==> src/rtl/assert_macros.svh <==
// ----------------------------------------------------------------------------
// Assertion macros
// Concurrent assertion wrappers; define ASSERT_OFF to compile them out.
// ----------------------------------------------------------------------------
`ifndef ASSERT_MACROS_SVH
`define ASSERT_MACROS_SVH
`ifndef ASSERT_OFF
// Check on every clock edge, masked while reset is asserted.
`define ASSERT_RST(lbl, clk, rstn, prop, msg) \
    lbl: assert property (@(posedge clk) disable iff (!rstn) prop) else $error(msg);
// Check on every clock edge, reset included.
`define ASSERT_CLK(lbl, clk, prop, msg) \
    lbl: assert property (@(posedge clk) prop) else $error(msg);
`else
`define ASSERT_RST(lbl, clk, rstn, prop, msg)
`define ASSERT_CLK(lbl, clk, prop, msg)
`endif
`endif

==> src/rtl/cmrs_pkg.sv <==
`timescale 1ns / 1ps
`default_nettype none
// ----------------------------------------------------------------------------
// cmrs_pkg
// Shared widths, constants and controller/datapath interface types.
// ----------------------------------------------------------------------------
package cmrs_pkg;

    localparam int LANES      = 8;
    localparam int LANE_W     = 8;
    localparam int VEC_W      = LANES * LANE_W;
    localparam int PROD_W     = 2 * LANE_W;
    localparam int PSUM_W     = PROD_W + 3;
    localparam int ACC_W      = 32;
    localparam int SKIP_W     = 8;
    localparam int X_W        = 16;
    localparam int R_W        = 12;
    localparam int MUL_W      = 2 * R_W;
    localparam int Y_W        = X_W + 1;
    localparam int OUT_W      = 8;
    localparam int SKIP_SHIFT = 4;
    localparam int OUT_SHIFT  = 4;

    localparam logic [R_W-1:0] SILU_ONE = 12'd2048;
    localparam logic signed [X_W-1:0] SILU_HI = 16'sd2048;
    localparam logic signed [X_W-1:0] SILU_LO = -16'sd2048;

    // Operand pairs for the shared polynomial multiplier.
    typedef enum logic [1:0] {
        MUL_R_R = 2'd0,  // r * r        >> 11
        MUL_P_P = 2'd1,  // r2 * r2      >> 11
        MUL_P_R = 2'd2,  // r4 * r       >> 11
        MUL_P_T = 2'd3   // r5 * t       >> 12
    } mul_sel_t;

    typedef struct packed {
        logic     capture;
        logic     acc_en;
        logic     res_en;
        logic     clp_en;
        logic     mul_en;
        mul_sel_t mul_sel;
        logic     y_en;
        logic     fin_en;
    } cmd_t;

    typedef struct packed {
        logic last;
        logic fuse;
        logic out_full;
    } status_t;

endpackage
`default_nettype wire

==> src/rtl/cmrs_ctrl.sv <==
`timescale 1ns / 1ps
`default_nettype none
// ----------------------------------------------------------------------------
// cmrs_ctrl
// Sequencer: accumulate step, fused epilogue steps, output write.
// ----------------------------------------------------------------------------
module cmrs_ctrl (
    input  wire logic             aclk,
    input  wire logic             aresetn,
    input  wire logic             s_valid,
    output logic                  s_ready,
    input  cmrs_pkg::status_t     status,
    output cmrs_pkg::cmd_t        cmd
);

    typedef enum logic [9:0] {
        ST_IDLE = 10'b0000000001,
        ST_ACC  = 10'b0000000010,
        ST_RES  = 10'b0000000100,
        ST_CLP  = 10'b0000001000,
        ST_SQ1  = 10'b0000010000,
        ST_SQ2  = 10'b0000100000,
        ST_MUL5 = 10'b0001000000,
        ST_MULD = 10'b0010000000,
        ST_SUBY = 10'b0100000000,
        ST_FIN  = 10'b1000000000
    } state_t;

    state_t state_reg;
    state_t state_next;

    always_ff @(posedge aclk) begin
        if (!aresetn) begin
            state_reg <= ST_IDLE;
        end else begin
            state_reg <= state_next;
        end
    end

    always_comb begin
        state_next  = state_reg;
        cmd         = '0;
        cmd.mul_sel = cmrs_pkg::MUL_R_R;
        s_ready     = 1'b0;
        unique case (state_reg)
            ST_IDLE: begin
                // hold off the input while reset is asserted
                s_ready     = aresetn;
                cmd.capture = s_valid & aresetn;
                if (s_valid) begin
                    state_next = ST_ACC;
                end
            end
            ST_ACC: begin
                cmd.acc_en = 1'b1;
                if (!status.last) begin
                    state_next = ST_IDLE;
                end else if (status.fuse) begin
                    state_next = ST_RES;
                end else begin
                    state_next = ST_FIN;
                end
            end
            ST_RES: begin
                cmd.res_en = 1'b1;
                state_next = ST_CLP;
            end
            ST_CLP: begin
                cmd.clp_en = 1'b1;
                state_next = ST_SQ1;
            end
            ST_SQ1: begin
                cmd.mul_en  = 1'b1;
                cmd.mul_sel = cmrs_pkg::MUL_R_R;
                state_next  = ST_SQ2;
            end
            ST_SQ2: begin
                cmd.mul_en  = 1'b1;
                cmd.mul_sel = cmrs_pkg::MUL_P_P;
                state_next  = ST_MUL5;
            end
            ST_MUL5: begin
                cmd.mul_en  = 1'b1;
                cmd.mul_sel = cmrs_pkg::MUL_P_R;
                state_next  = ST_MULD;
            end
            ST_MULD: begin
                cmd.mul_en  = 1'b1;
                cmd.mul_sel = cmrs_pkg::MUL_P_T;
                state_next  = ST_SUBY;
            end
            ST_SUBY: begin
                cmd.y_en   = 1'b1;
                state_next = ST_FIN;
            end
            ST_FIN: begin
                // hold until the output register is free
                if (!status.out_full) begin
                    cmd.fin_en = 1'b1;
                    state_next = ST_IDLE;
                end
            end
            default: begin
                state_next = ST_IDLE;
            end
        endcase
    end

endmodule
`default_nettype wire

==> src/rtl/cmrs_dp.sv <==
`timescale 1ns / 1ps
`default_nettype none
// ----------------------------------------------------------------------------
// cmrs_dp
// Lane MAC, accumulator, residual add, SiLU polynomial and requantizer.
// ----------------------------------------------------------------------------
module cmrs_dp (
    input  wire logic                                  aclk,
    input  wire logic                                  aresetn,
    input  cmrs_pkg::cmd_t                             cmd,
    output cmrs_pkg::status_t                          status,
    input  wire logic                                  cfg_wr_en,
    input  wire logic                                  cfg_wr_data,
    input  wire logic [cmrs_pkg::VEC_W-1:0]            s_act_lanes,
    input  wire logic [cmrs_pkg::VEC_W-1:0]            s_weight_lanes,
    input  wire logic signed [cmrs_pkg::ACC_W-1:0]     s_bias_value,
    input  wire logic signed [cmrs_pkg::SKIP_W-1:0]    s_skip_value,
    input  wire logic                                  s_first_item,
    input  wire logic                                  s_last_item,
    output logic                                       m_valid,
    input  wire logic                                  m_ready,
    output logic signed [cmrs_pkg::OUT_W-1:0]          m_out_value
);

    // Round half to even, shift by 11 or 12, non-negative operand.
    function automatic logic [cmrs_pkg::R_W-1:0] rne_shift(
        input logic [cmrs_pkg::MUL_W-1:0] p,
        input logic                       sh12
    );
        logic [cmrs_pkg::R_W:0]   q;
        logic [cmrs_pkg::R_W-1:0] rem;
        logic [cmrs_pkg::R_W-1:0] half;
        if (sh12) begin
            q    = {1'b0, p[cmrs_pkg::MUL_W-1:cmrs_pkg::R_W]};
            rem  = p[cmrs_pkg::R_W-1:0];
            half = 12'h800;
        end else begin
            q    = p[cmrs_pkg::MUL_W-1:cmrs_pkg::R_W-1];
            rem  = {1'b0, p[cmrs_pkg::R_W-2:0]};
            half = 12'h400;
        end
        if (rem > half || (rem == half && q[0])) begin
            q = q + 1'b1;
        end
        return q[cmrs_pkg::R_W-1:0];
    endfunction

    logic signed [cmrs_pkg::PSUM_W-1:0] psum_reg,  psum_next;
    logic signed [cmrs_pkg::ACC_W-1:0]  bias_reg;
    logic signed [cmrs_pkg::SKIP_W-1:0] skip_reg;
    logic                               first_reg, last_reg;
    logic [cmrs_pkg::ACC_W-1:0]         acc_reg,   acc_next;
    logic                               fuse_reg;
    logic signed [cmrs_pkg::X_W-1:0]    x_reg,     x_next;
    logic [cmrs_pkg::R_W-1:0]           t_reg,     t_next;
    logic [cmrs_pkg::R_W-1:0]           r_reg,     r_next;
    logic [cmrs_pkg::R_W-1:0]           p_reg;
    logic [cmrs_pkg::R_W-1:0]           d_reg;
    logic [cmrs_pkg::Y_W-1:0]           y_reg,     y_next;
    logic signed [cmrs_pkg::OUT_W-1:0]  out_value_reg, out_value_next;
    logic                               out_valid_reg;

    logic signed [cmrs_pkg::PROD_W-1:0] lane_prod;
    logic signed [cmrs_pkg::ACC_W-1:0]  psum_ext;
    logic signed [cmrs_pkg::ACC_W-1:0]  res_sum;
    logic signed [cmrs_pkg::X_W-1:0]    x_clamp, x_abs, x_pos;
    logic [cmrs_pkg::R_W-1:0]           mul_a, mul_b, mul_rnd;
    logic [cmrs_pkg::MUL_W-1:0]         mul_prod;
    logic signed [cmrs_pkg::ACC_W-1:0]  fin_src;
    logic signed [cmrs_pkg::ACC_W-cmrs_pkg::OUT_SHIFT:0] fin_q;
    logic                               fin_inc;

    // Eight lane products summed into a narrow partial sum.
    always_comb begin
        psum_next = '0;
        lane_prod = '0;
        for (int i = 0; i < cmrs_pkg::LANES; i++) begin
            lane_prod = $signed(s_act_lanes[i*cmrs_pkg::LANE_W +: cmrs_pkg::LANE_W])
                      * $signed(s_weight_lanes[i*cmrs_pkg::LANE_W +: cmrs_pkg::LANE_W]);
            psum_next = psum_next + cmrs_pkg::PSUM_W'(lane_prod);
        end
    end

    always_comb begin
        psum_ext = cmrs_pkg::ACC_W'(psum_reg);
        acc_next = (first_reg ? bias_reg : acc_reg) + psum_ext;
    end

    // Residual add at Q4, saturate to int16.
    always_comb begin
        res_sum = $signed(acc_reg)
                + ($signed(cmrs_pkg::ACC_W'(skip_reg)) <<< cmrs_pkg::SKIP_SHIFT);
        if (res_sum > 32'sd32767) begin
            x_next = 16'sh7fff;
        end else if (res_sum < -32'sd32768) begin
            x_next = -16'sd32768;
        end else begin
            x_next = res_sum[cmrs_pkg::X_W-1:0];
        end
    end

    // Clamp to the polynomial range, split into |x| and 2048 - |x|.
    always_comb begin
        if (x_reg > cmrs_pkg::SILU_HI) begin
            x_clamp = cmrs_pkg::SILU_HI;
        end else if (x_reg < cmrs_pkg::SILU_LO) begin
            x_clamp = cmrs_pkg::SILU_LO;
        end else begin
            x_clamp = x_reg;
        end
        x_abs  = x_clamp[cmrs_pkg::X_W-1] ? -x_clamp : x_clamp;
        t_next = x_abs[cmrs_pkg::R_W-1:0];
        r_next = cmrs_pkg::SILU_ONE - t_next;
    end

    // Shared multiplier for the r^5 * t chain.
    always_comb begin
        case (cmd.mul_sel)
            cmrs_pkg::MUL_R_R: begin
                mul_a = r_reg;
                mul_b = r_reg;
            end
            cmrs_pkg::MUL_P_P: begin
                mul_a = p_reg;
                mul_b = p_reg;
            end
            cmrs_pkg::MUL_P_R: begin
                mul_a = p_reg;
                mul_b = r_reg;
            end
            cmrs_pkg::MUL_P_T: begin
                mul_a = p_reg;
                mul_b = t_reg;
            end
            default: begin
                mul_a = r_reg;
                mul_b = r_reg;
            end
        endcase
        mul_prod = mul_a * mul_b;
        mul_rnd  = rne_shift(mul_prod, cmd.mul_sel == cmrs_pkg::MUL_P_T);
    end

    always_comb begin
        x_pos  = x_reg[cmrs_pkg::X_W-1] ? '0 : x_reg;
        y_next = {x_pos[cmrs_pkg::X_W-1], x_pos} - cmrs_pkg::Y_W'(d_reg);
    end

    // Final round-half-even shift by 4 and int8 saturation.
    always_comb begin
        fin_src = fuse_reg ? $signed(cmrs_pkg::ACC_W'($signed(y_reg)))
                           : $signed(acc_reg);
        fin_inc = (fin_src[cmrs_pkg::OUT_SHIFT-1:0] > 4'd8)
               || (fin_src[cmrs_pkg::OUT_SHIFT-1:0] == 4'd8
                   && fin_src[cmrs_pkg::OUT_SHIFT]);
        fin_q   = $signed({fin_src[cmrs_pkg::ACC_W-1],
                           fin_src[cmrs_pkg::ACC_W-1:cmrs_pkg::OUT_SHIFT]})
                + $signed({{(cmrs_pkg::ACC_W-cmrs_pkg::OUT_SHIFT){1'b0}}, fin_inc});
        if (fin_q > 29'sd127) begin
            out_value_next = 8'sd127;
        end else if (fin_q < -29'sd128) begin
            out_value_next = -8'sd128;
        end else begin
            out_value_next = fin_q[cmrs_pkg::OUT_W-1:0];
        end
    end

    always_ff @(posedge aclk) begin
        if (!aresetn) begin
            acc_reg       <= '0;
            fuse_reg      <= 1'b1;
            out_valid_reg <= 1'b0;
        end else begin
            if (cfg_wr_en) begin
                fuse_reg <= cfg_wr_data;
            end
            if (cmd.acc_en) begin
                acc_reg <= acc_next;
            end
            if (cmd.fin_en) begin
                out_valid_reg <= 1'b1;
            end else if (m_ready) begin
                out_valid_reg <= 1'b0;
            end
        end
    end

    always_ff @(posedge aclk) begin
        if (cmd.capture) begin
            psum_reg  <= psum_next;
            bias_reg  <= s_bias_value;
            skip_reg  <= s_skip_value;
            first_reg <= s_first_item;
            last_reg  <= s_last_item;
        end
        if (cmd.res_en) begin
            x_reg <= x_next;
        end
        if (cmd.clp_en) begin
            t_reg <= t_next;
            r_reg <= r_next;
        end
        if (cmd.mul_en) begin
            if (cmd.mul_sel == cmrs_pkg::MUL_P_T) begin
                d_reg <= mul_rnd;
            end else begin
                p_reg <= mul_rnd;
            end
        end
        if (cmd.y_en) begin
            y_reg <= y_next;
        end
        if (cmd.fin_en) begin
            out_value_reg <= out_value_next;
        end
    end

    assign status.last     = last_reg;
    assign status.fuse     = fuse_reg;
    assign status.out_full = out_valid_reg & ~m_ready;
    assign m_valid         = out_valid_reg;
    assign m_out_value     = out_value_reg;

endmodule
`default_nettype wire

==> src/rtl/conv_mac_residual_silu_requant_top.sv <==
// Sequencing: an item that is not last is accumulated, then the block is idle again;
// a last item goes on to the output write, directly (unfused) or through the residual
// and SiLU steps on the shared multiplier that runs the four SiLU products (fused).
// A new item is taken only in idle; the output write waits while the output is full.
// Reset (aresetn low, synchronous): accumulator 0, fuse_enable 1, output empty.
`timescale 1ns / 1ps
`default_nettype none
`include "assert_macros.svh"
// ----------------------------------------------------------------------------
// conv_mac_residual_silu_requant_top
// Int8 eight-lane MAC with fused residual add, Q8 SiLU and int8 requantizer.
// ----------------------------------------------------------------------------
module conv_mac_residual_silu_requant_top (
    input  wire logic                                  aclk,
    input  wire logic                                  aresetn,
    // configuration: fuse_enable
    input  wire logic                                  cfg_wr_en,
    input  wire logic                                  cfg_wr_data,
    // input beats
    input  wire logic                                  s_valid,
    output logic                                       s_ready,
    input  wire logic [cmrs_pkg::VEC_W-1:0]            s_act_lanes,
    input  wire logic [cmrs_pkg::VEC_W-1:0]            s_weight_lanes,
    input  wire logic signed [cmrs_pkg::ACC_W-1:0]     s_bias_value,
    input  wire logic signed [cmrs_pkg::SKIP_W-1:0]    s_skip_value,
    input  wire logic                                  s_first_item,
    input  wire logic                                  s_last_item,
    // result beats
    output logic                                       m_valid,
    input  wire logic                                  m_ready,
    output logic signed [cmrs_pkg::OUT_W-1:0]          m_out_value
);

    // Command and status between the sequencer and the datapath.
    cmrs_pkg::cmd_t    cmd;
    cmrs_pkg::status_t status;

    // Sequencer: take a beat in idle, step the accumulator, then on a last beat either
    // requantize straight away or walk the residual/SiLU chain, and finally
    // write the output register once it is free. The output register decouples
    // the result side, so a new beat is taken while a result still waits.
    cmrs_ctrl u_ctrl (
        .aclk    (aclk),
        .aresetn (aresetn),
        .s_valid (s_valid),
        .s_ready (s_ready),
        .status  (status),
        .cmd     (cmd)
    );

    // Datapath: lane products are summed on the accepting edge, the 32-bit
    // accumulator wraps, and the epilogue keeps the accumulator untouched so
    // the next run without a first beat continues from the pre-epilogue sum.
    cmrs_dp u_dp (
        .aclk           (aclk),
        .aresetn        (aresetn),
        .cmd            (cmd),
        .status         (status),
        .cfg_wr_en      (cfg_wr_en),
        .cfg_wr_data    (cfg_wr_data),
        .s_act_lanes    (s_act_lanes),
        .s_weight_lanes (s_weight_lanes),
        .s_bias_value   (s_bias_value),
        .s_skip_value   (s_skip_value),
        .s_first_item   (s_first_item),
        .s_last_item    (s_last_item),
        .m_valid        (m_valid),
        .m_ready        (m_ready),
        .m_out_value    (m_out_value)
    );

    // One beat at a time: the sequencer leaves idle on every accept.
    `ASSERT_RST(a_one_beat_in_flight, aclk, aresetn, s_valid && s_ready |=> !s_ready, "second beat taken while busy")
    // A new result only follows a busy cycle of the sequencer.
    `ASSERT_RST(a_result_after_work, aclk, aresetn, $rose(m_valid) |-> $past(!s_ready), "result without work")
    // Reset empties the output register.
    `ASSERT_CLK(a_reset_empties_out, aclk, !aresetn |=> !m_valid, "output valid after reset")

endmodule
`default_nettype wire

==> config.mk <==
export PLATFORM = sky130hd
export DESIGN_NAME = conv_mac_residual_silu_requant_top
export DESIGN_NICKNAME = d
export VERILOG_FILES = /design/src/rtl/cmrs_pkg.sv /design/src/rtl/cmrs_ctrl.sv /design/src/rtl/cmrs_dp.sv /design/src/rtl/conv_mac_residual_silu_requant_top.sv
export VERILOG_INCLUDE_DIRS = /design/src /design/src/rtl
export SDC_FILE = /design/constraint.sdc
export NUM_CORES = 2
export LEC_CHECK = 0
export BUFFER_PORTS_ARGS = -buffer_cell sky130_fd_sc_hd__buf_2
export CAP_MARGIN = 20
export CORE_UTILIZATION = 35
export CTS_BUF_LIST = sky130_fd_sc_hd__clkbuf_8 sky130_fd_sc_hd__clkbuf_16
export DETAILED_ROUTE_END_ITERATION = 6
export HOLD_SLACK_MARGIN = 0.05
export PLACE_DENSITY = 0.59
export SETUP_SLACK_MARGIN = 0.05
export SYNTH_ARGS = -nofsm -noshare
export SYNTH_HDL_FRONTEND = slang
export SYNTH_SLANG_ARGS = --single-unit
==> constraint.sdc <==
create_clock -name aclk -period 14.2 [get_ports aclk]
set_clock_uncertainty 0.15 [all_clocks]
set_input_delay 2.84 -clock aclk [delete_from_list [all_inputs] [get_ports aclk]]
set_output_delay 2.84 -clock aclk [all_outputs]
set_load 0.01 [all_outputs]
==> impl_metrics.xml <==
<?xml version="1.0" encoding="UTF-8"?>
<metrics>
  <group name="setup_path">
    <metric name="crit_path_top_delay_cell" unit="">sky130_fd_sc_hd__fa_1</metric>
    <metric name="worstPathMaxFanout" unit="">4</metric>
    <metric name="cp_data_arrival_time" unit="ns">13.91</metric>
    <metric name="critical_path.startpoint_type" unit="">input port</metric>
    <metric name="critPathBufInv" unit="">13</metric>
    <metric name="rr_worst_depth" unit="">28</metric>
    <metric name="cp_top_family" unit="">adder cells</metric>
    <metric name="worst_setup_startpoint" unit="">s_act_lanes[2]</metric>
    <metric name="worst-path-stages" unit="">45</metric>
    <metric name="cp-end-kind" unit="">register</metric>
    <metric name="cp_common_cell" unit="">sky130_fd_sc_hd__fa_1</metric>
    <metric name="required_time_worst_endpoint" unit="ns">14.26</metric>
    <metric name="critical-path-max-stage-delay" unit="ns">0.56</metric>
    <metric name="worst_r2r_startpoint" unit="">u_ctrl.state_reg[9]</metric>
    <metric name="worstReg2RegEnd" unit="">u_dp.d_reg[10]</metric>
    <metric name="worstSetupEndpoint" unit="">u_dp.psum_reg[18]</metric>
    <metric name="r2r_setup_slack" unit="ns">4.24</metric>
    <metric name="worst-setup-path-type" unit="">in -&gt; reg</metric>
  </group>
  <group name="clock_network">
    <metric name="worst_setup_hold_path_clk_slew" unit="ns">0.08</metric>
    <metric name="clockBufferDepth" unit="">2</metric>
    <metric name="cts_root_buffer" unit="">sky130_fd_sc_hd__clkbuf_16</metric>
    <metric name="cts_htree_levels" unit="">4</metric>
    <metric name="clock_insertion_delay_worst_skew" unit="ns">0.47</metric>
    <metric name="cts_buffers" unit="">17</metric>
    <metric name="number_of_clock_sinks" unit="">193</metric>
    <metric name="tritoncts_clock_tree" unit="">built</metric>
  </group>
  <group name="logic_synthesis">
    <metric name="synthSimpleGateAreaFrac" unit="">0.149</metric>
    <metric name="yosys_warn_count" unit="">0</metric>
    <metric name="post_synth_main_area_contributors" unit="">sky130_fd_sc_hd__fa_1, sky130_fd_sc_hd__edfxtp_1, sky130_fd_sc_hd__ha_1, sky130_fd_sc_hd__inv_1, sky130_fd_sc_hd__and2_1</metric>
    <metric name="synth_area_per_cell" unit="µm²">9.49</metric>
    <metric name="synth_fp_nets" unit="">5544</metric>
    <metric name="synth_adder_area_share" unit="">0.492</metric>
    <metric name="synth_mux_area_frac" unit="">0.0175</metric>
    <metric name="netlist_area" unit="µm²">40300</metric>
    <metric name="synthXorXnorAreaFrac" unit="">0.0380</metric>
    <metric name="synth.yosys.seq_area_share" unit="">0.133</metric>
    <metric name="synth_top_area_cell" unit="">sky130_fd_sc_hd__fa_1</metric>
    <metric name="synth-seq-cells" unit="">193</metric>
    <metric name="ys_async_sr_fraction" unit="">0</metric>
    <metric name="fraction_of_post_synthesis_cell_area_in_the_top_cell_type_by_area" unit="">0.386</metric>
    <metric name="synth_ff_type" unit="">sky130_fd_sc_hd__edfxtp_1</metric>
    <metric name="synth.lib_cells_used.distinct" unit="">86</metric>
    <metric name="synth_compound_area_frac" unit="">0.0732</metric>
    <metric name="number_of_standard_cells_after_synthesis" unit="">4249</metric>
    <metric name="synth-edff-count" unit="">149</metric>
    <metric name="synth_top_family_by_area" unit="">adder cells</metric>
  </group>
  <group name="floorplan">
    <metric name="design.portCount" unit="">186</metric>
    <metric name="fp.dieH" unit="µm">341</metric>
    <metric name="die-area" unit="µm²">117000</metric>
    <metric name="rows" unit="">124</metric>
    <metric name="die_w" unit="µm">341</metric>
    <metric name="core_region_area" unit="µm²">114000</metric>
    <metric name="initial_core_util" unit="">0.353</metric>
  </group>
  <group name="placed_design">
    <metric name="gp_routability_congestion" unit="">0.888</metric>
    <metric name="placement_stage_cell_area" unit="µm²">44100</metric>
    <metric name="io_buffers" unit="">185</metric>
    <metric name="preCtsSetupSlack" unit="ns">-0.735</metric>
    <metric name="post-dp-hpwl" unit="µm">89700</metric>
  </group>
  <group name="global_route">
    <metric name="grt_pass1_vias" unit="">31469</metric>
    <metric name="maximum_number_of_pins_on_one_net_before_global_route_repair" unit="">62</metric>
    <metric name="globalRouteTotalUtil" unit="">0.182</metric>
    <metric name="global_route_wire_length_before_repair" unit="µm">167000</metric>
    <metric name="antenna_found_initial" unit="">12</metric>
    <metric name="grt-ovfl-total" unit="">0</metric>
  </group>
  <group name="sta">
    <metric name="rsz0062_at_grt" unit="">true</metric>
    <metric name="setup_viol_count_final" unit="">0</metric>
    <metric name="max_slew.worst_pin.slew" unit="ns">0.974</metric>
    <metric name="finalCritPeriodShare" unit="">0.975</metric>
    <metric name="fin_crit" unit="ns">13.85</metric>
    <metric name="timing.final.max_slew_violations" unit="">0</metric>
    <metric name="finalHoldViolCount" unit="">0</metric>
    <metric name="max_slew_margin" unit="">0.347</metric>
    <metric name="fin_ws" unit="ns">0.349</metric>
    <metric name="tns_setup" unit="ns">0</metric>
    <metric name="fmax" unit="GHz">0.0722</metric>
  </group>
  <group name="layout">
    <metric name="register_area" unit="µm²">5360</metric>
    <metric name="area_of_combinational_cells_with_multiple_inputs" unit="µm²">31300</metric>
    <metric name="layout.nets" unit="">5848</metric>
    <metric name="final_design_area_no_fill" unit="µm²">45000</metric>
    <metric name="drive_above_1_share" unit="">0.111</metric>
    <metric name="flow.area_growth_from_synthesis" unit="%">11.7</metric>
    <metric name="fillers" unit="">11603</metric>
  </group>
  <group name="run">
    <metric name="max_cap_viol_count" unit="">0</metric>
  </group>
  <group name="run_status">
    <metric name="result_of_the_run" unit="">completed</metric>
  </group>
  <group name="drt">
    <metric name="route.antenna.remaining_nets" unit="">0</metric>
    <metric name="via_per_inst" unit="">4.84</metric>
    <metric name="num_vias" unit="">29464</metric>
    <metric name="drc_errors" unit="">0</metric>
    <metric name="firstDrtPassIters" unit="">7</metric>
    <metric name="wire_per_inst" unit="µm">16.8</metric>
    <metric name="drt-total-wl" unit="µm">102000</metric>
    <metric name="detail_route.iter0.violations" unit="">1499</metric>
  </group>
  <group name="hold_path">
    <metric name="hold_path_depth" unit="">2</metric>
    <metric name="min_path_type" unit="">reg -&gt; reg</metric>
  </group>
</metrics>
==> per-layer routing <==
layer	share of wire	track usage	vias to the layer above
met2	0.51	0.324	583
met4	0.018	0.0345	18
li1	-	-	13881
met5	0.00094	0	-
met3	0.048	0.0256	94
met1	0.43	0.234	14888
==> timing repair <==
item | 4_1_cts | 5_1_grt
buffers inserted | 0 | 2
pin swaps | 3 | 69
resized for setup | 11 | 42
hold buffers | 0 | 0
setup endpoints to repair | 4 | 7
==> cell families (layout without fill, tap and decap cells) <==
group | after synthesis | count (layout)
other | 0 | 4
multiplexers | 65 | 65
AO/OA/AOI/OAI | 455 | 455
XOR/XNOR | 175 | 175
flip-flops | 193 | 193
AND/OR/NAND/NOR | 1200 | 1200
buffers and inverters | 1042 | 1359
adder cells (fa/ha/maj) | 1119 | 1119
==> Yosys cell counts (8+ instances only) <==
cell,number
sky130_fd_sc_hd__edfxtp_1,149
sky130_fd_sc_hd__and3_1,18
sky130_fd_sc_hd__buf_1,9
sky130_fd_sc_hd__xnor2_1,120
sky130_fd_sc_hd__dfxtp_1,44
sky130_fd_sc_hd__nor2b_1,46
sky130_fd_sc_hd__nor2_1,177
sky130_fd_sc_hd__o21ai_1,11
sky130_fd_sc_hd__o21bai_1,24
sky130_fd_sc_hd__o22ai_1,11
sky130_fd_sc_hd__nand2b_1,41
sky130_fd_sc_hd__clkbuf_1,50
sky130_fd_sc_hd__nand2_1,426
sky130_fd_sc_hd__xor2_1,55
sky130_fd_sc_hd__a21oi_1,133
sky130_fd_sc_hd__ha_1,342
sky130_fd_sc_hd__a31oi_1,15
sky130_fd_sc_hd__nand3_1,48
sky130_fd_sc_hd__o211ai_1,11
sky130_fd_sc_hd__a21o_1,40
sky130_fd_sc_hd__mux2i_1,21
sky130_fd_sc_hd__inv_1,971
sky130_fd_sc_hd__o21a_1,17
sky130_fd_sc_hd__nand3b_1,8
sky130_fd_sc_hd__a211oi_1,20
sky130_fd_sc_hd__and2_1,261
sky130_fd_sc_hd__nand4_1,19
sky130_fd_sc_hd__mux2_2,41
sky130_fd_sc_hd__nor4_1,14
sky130_fd_sc_hd__o21ai_0,89
sky130_fd_sc_hd__a21boi_0,9
sky130_fd_sc_hd__or3_1,28
sky130_fd_sc_hd__fa_1,777
sky130_fd_sc_hd__nor3_1,65
sky130_fd_sc_hd__nor3b_1,8
sky130_fd_sc_hd__a31o_2,9
==> through the flow <==
step           hold slack (ns)  utilization  instances
2_1_floorplan            0.295            -       4249
3_3_place_gp             0.308        0.386       6043
3_5_place_dp             0.318        0.386       6043
4_1_cts                  0.329        0.392       6075
5_1_grt                  0.364        0.394       6080
6_report                 0.327        0.394       6082
==> tightest hold or removal path, delay by kind of cell (launching register included) <==
kind            cells  cell delay, ns
flops               1            0.33
simple gates        1            0.06
compound gates      1            0.05
==> how the worst min path moves through the flow <==
stage | start | endpoint | slack [ns]
finish | u_dp.acc_reg[3] | u_dp.acc_reg[3] | 0.33
global route | u_dp.acc_reg[0] | u_dp.acc_reg[0] | 0.36
CTS | u_dp.acc_reg[0] | u_dp.acc_reg[0] | 0.33
detailed placement | u_dp.acc_reg[0] | u_dp.acc_reg[0] | 0.32
global placement | u_dp.acc_reg[0] | u_dp.acc_reg[0] | 0.31
floorplan | u_dp.acc_reg[0] | u_dp.acc_reg[0] | 0.29
==> final cells by class <==
class,count,area share
multi-input cells,3014,0.694
flip-flops and latches,193,0.119
inverters,975,0.0813
repair buffers,352,0.0492
well taps,1512,0.0420
clock buffers,17,0.00945
clock inverters,15,0.00442
diodes,4,0.000222
==> placed cells by master, fill, tap and decap left out, drive strengths merged, types with 17 or more instances in the layout <==
cell type,netlist,final
nand2b,41,41
o21ai,100,100
mux2i,21,21
ha,342,342
nor3,68,68
o21bai,24,24
nand4,19,19
xnor2,120,120
dfxtp,44,44
nand3,48,48
or3,30,30
xor2,55,55
edfxtp,149,149
mux2,44,44
o21a,17,17
a21o,40,40
nor2b,46,46
inv,971,977
nand2,426,426
nor4,18,18
a211oi,20,20
and2,262,262
clkbuf,50,17
and3,18,18
a21oi,135,135
nor2,177,177
fa,777,777
buf,17,352
Power is not shown: default switching activity piles up to over one toggle a cycle in this logic, so the estimate is an artifact.
